===== src/rtl/nfcd_ram.sv =====
// Generic simple dual-port RAM with one write port and a registered read port.
module nfcd_ram #(
   parameter int unsigned WIDTH = 8,
   parameter int unsigned DEPTH = 256
) (
   input  logic                     clock,
   input  logic                     wr_en,
   input  logic [$clog2(DEPTH)-1:0] wr_addr,
   input  logic [WIDTH-1:0]         wr_data,
   input  logic                     rd_en,
   input  logic [$clog2(DEPTH)-1:0] rd_addr,
   output logic [WIDTH-1:0]         rd_data
);

   logic [WIDTH-1:0] mem [DEPTH];
   logic [WIDTH-1:0] rd_data_ff;

   // Write port
   always_ff @(posedge clock) begin
      if (wr_en) begin
         mem[wr_addr] <= wr_data;
      end
   end

   // Registered read, held while not enabled
   always_ff @(posedge clock) begin
      if (rd_en) begin
         rd_data_ff <= mem[rd_addr];
      end
   end

   assign rd_data = rd_data_ff;

endmodule


===== config.mk =====
export PLATFORM = sky130hd
export DESIGN_NAME = nfcd_ram
export DESIGN_NICKNAME = d
export VERILOG_FILES = /design/src/rtl/nfcd_ram.sv
export SDC_FILE = /design/constraint.sdc
export NUM_CORES = 2
export LEC_CHECK = 0
export BUFFER_PORTS_ARGS = -buffer_cell sky130_fd_sc_hd__buf_4
export CAP_MARGIN = 20
export CORE_AREA = 2 2 354 356
export DETAILED_ROUTE_END_ITERATION = 7
export DIE_AREA = 0 0 356 358
export PLACE_DENSITY = 0.83
export SYNTH_ARGS = -nofsm -noshare
export SYNTH_HDL_FRONTEND = slang
export SYNTH_SLANG_ARGS = --single-unit

===== constraint.sdc =====
create_clock -name clock -period 3.6 [get_ports clock]
set_input_delay 0.18 -clock clock [delete_from_list [all_inputs] [get_ports clock]]
set_output_delay 0.18 -clock clock [all_outputs]
set_load 0.005 [all_outputs]

==> impl_metrics.ini <==
[synth]
synthFlopType = edfxtp_1
ys_seq_elements = 2056
synth_edf_count = 2056
ys_types = 54
async_flop_share_pct = 0
synth_area_per_cell_um2 = 21.3
synth_area_um2 = 79600
syn_inst = 3733
synth_warnings = 0
synth_nets = 3760
yosysSeqAreaShare_pct = 77.5

[timing]
final.setup.tns_ns = 0
tightest_slew_ns = 1.30
finalCriticalPeriod_ns = 3.09
fin_crit_sh_pct = 85.9
relSlewSlack_pct = 12.8
finClkSkew_ns = 0.0477
setup_viol = 0
finalHoldViolations = 0
maxSlewViolCount = 0
setup_slack_ns = 0.509
max_freq_mhz = 323
rsz0062_at_grt = false

[detailed_routing]
drtIter0Drc = 7405
wirelength_mm = 210
ant_nets = 0
vias_per_cell = 7.34
first_pass_iters = 6
vias = 42100
drc = 0
wire_per_inst_um = 36.6

[cells_and_area]
areaGrowthSynthToFinish_pct = 11.3
drive_gt1_share_pct = 23.4
nNetsFinal = 3969
mostFrequentLayoutCells = 2056 x edfxtp_1, 454 x mux4_2, 279 x nor2_1, 194 x buf_4, 193 x clkbuf_16
final_common_cell = edfxtp_1
final_cell_area_um2 = 88600
layout.cells.non_filler = 5743

[setup_path]
end_kind = register
path_class = register to register
cp.arrival_ns = 3.65
worst-path-max-fanout = 1
worstSetupStartpointType = register
cp.required_ns = 4.16

[floorplanning]
rows = 129
fp.dieW_um = 356
io-pin-count = 35
die_y_um = 358
die_area_um2 = 127000
core_area_um2 = 123000
initial_core_util_pct = 64.6

[outcome]
status = completed

[pwr]
power.density_nw_per_um2 = 548
power.total_mw = 48.6
p_leak_nw = 27.6
ir_drop_uv = 639

[global_route]
grt_max_degree = 152
grt_usage_pct = 33.8
grt_pass1_wl_mm = 304
antenna_found_initial = 12
grt_pass1_vias = 42900
grt_overflow = 0

[placed_design]
place_area_um2 = 82500
globalplace.congestion = 0.883
dp_cells = 5375
dp_hpwl_mm = 119
dp_slack_ns = 0.0432
portBuffers = 34

[cts]
cts.sinks = 2056
cts_resized = 0
numCtsBuffers = 193
clk_latency_ns = 0.85
cts_root_buf = clkbuf_16
cts.htree.levels = 4
cts.clk_slew.worst_paths_ns = 0.06
clockBufferDepth = 3
cts_tree = done

[job]
drv_cap = 0

[min_path]
hold_path_class = input port to register
==> report_power, final <==
part	internal (mW)	switching (mW)	total (mW)
registers	26.4	0.0449	26.4
clock network	10.6	9.08	19.6
logic	0.879	1.63	2.51
==> per-stage QoR <==
stage	utilization, %	hold WS [ns]
floorplan	-	0.279
global placement	66.9	0.564
detailed placement	66.9	0.558
CTS	71.8	0.00767
global route	71.9	0.0587
finish	71.9	0.00492
==> synth_stat cells, types with 10 or more instances <==
library cell	instances	share of area (%)
a211oi_1	16	0.15
a21oi_1	96	0.60
a221oi_1	13	0.14
a22oi_1	133	1.3
buf_1	22	0.10
buf_2	31	0.19
buf_4	27	0.25
buf_6	21	0.30
buf_8	13	0.25
clkbuf_1	111	0.52
edfxtp_1	2056	78
mux2i_1	134	1.7
mux4_2	454	13
nand2_1	33	0.16
nand3_1	34	0.21
nand4_1	10	0.079
nor2_1	282	1.3
nor2b_1	31	0.24
nor3_1	22	0.14
nor4_1	24	0.19
o211ai_1	10	0.094
o21ai_0	10	0.063
o221ai_1	46	0.51
o22ai_1	28	0.22
==> flip-flops by register name (all words and copies together) (netlist names) <==
| signal | count |
|---|---|
| mem | 2048 |
| rd_data | 8 |
==> final cells by class <==
| type | count | area, µm² |
|---|---|---|
| Multi-Input combinational cell | 1442 | 16500 |
| Clock inverter | 103 | 926 |
| Sequential cell | 2056 | 61700 |
| Timing Repair Buffer | 247 | 2360 |
| Tap cell | 1637 | 2050 |
| Antenna cell | 3 | 7.51 |
| Clock buffer | 253 | 5050 |
| Fill cell | 6459 | 34700 |
| Inverter | 2 | 7.51 |
==> worst paths after layout <==
check,start,to,slack [ns],cells past startpoint
worst min-delay path,wr_data[3],mem[201][3]$_DFFE_PP_,0.005,1
worst max-delay path,mem[243][6]$_DFFE_PP_,rd_data[6]$_DFFE_PP_,0.51,6
worst min register to register,mem[38][6]$_DFFE_PP_,rd_data[6]$_DFFE_PP_,1.16,5
worst max register to register,mem[243][6]$_DFFE_PP_,rd_data[6]$_DFFE_PP_,0.51,6
==> logic make-up after synthesis <==
family	count (synthesis)	synth area share [%]
flops	2056	77.5
mux	591	14.6
simple gates	466	2.63
compound gates	385	3.42
buf+inv	235	1.83
==> metal layers <==
metal | up-vias | track usage (%) | wire length [µm]
met5 | - | 0 | 156
met3 | 804 | 9.58 | 28400
met2 | 3750 | 53.2 | 100000
met1 | 21500 | 43.8 | 68500
met4 | 20 | 17.3 | 13000
li1 | 16100 | - | -
==> worst max-delay path, stage by stage (launching register included) <==
cell and delay (ns):
edfxtp_1 0.37, mux4_2 0.49, a22oi_1 0.30, a21oi_1 0.22, nor4_1 1.11, buf_4 0.27
nor4_2 0.05
==> repair_timing <==
item	4_1_cts	5_1_grt
hold buffers	6	0
endpoints found under the hold margin	168	0
setup buffers	0	0
Power figures use the tool's default switching activity.
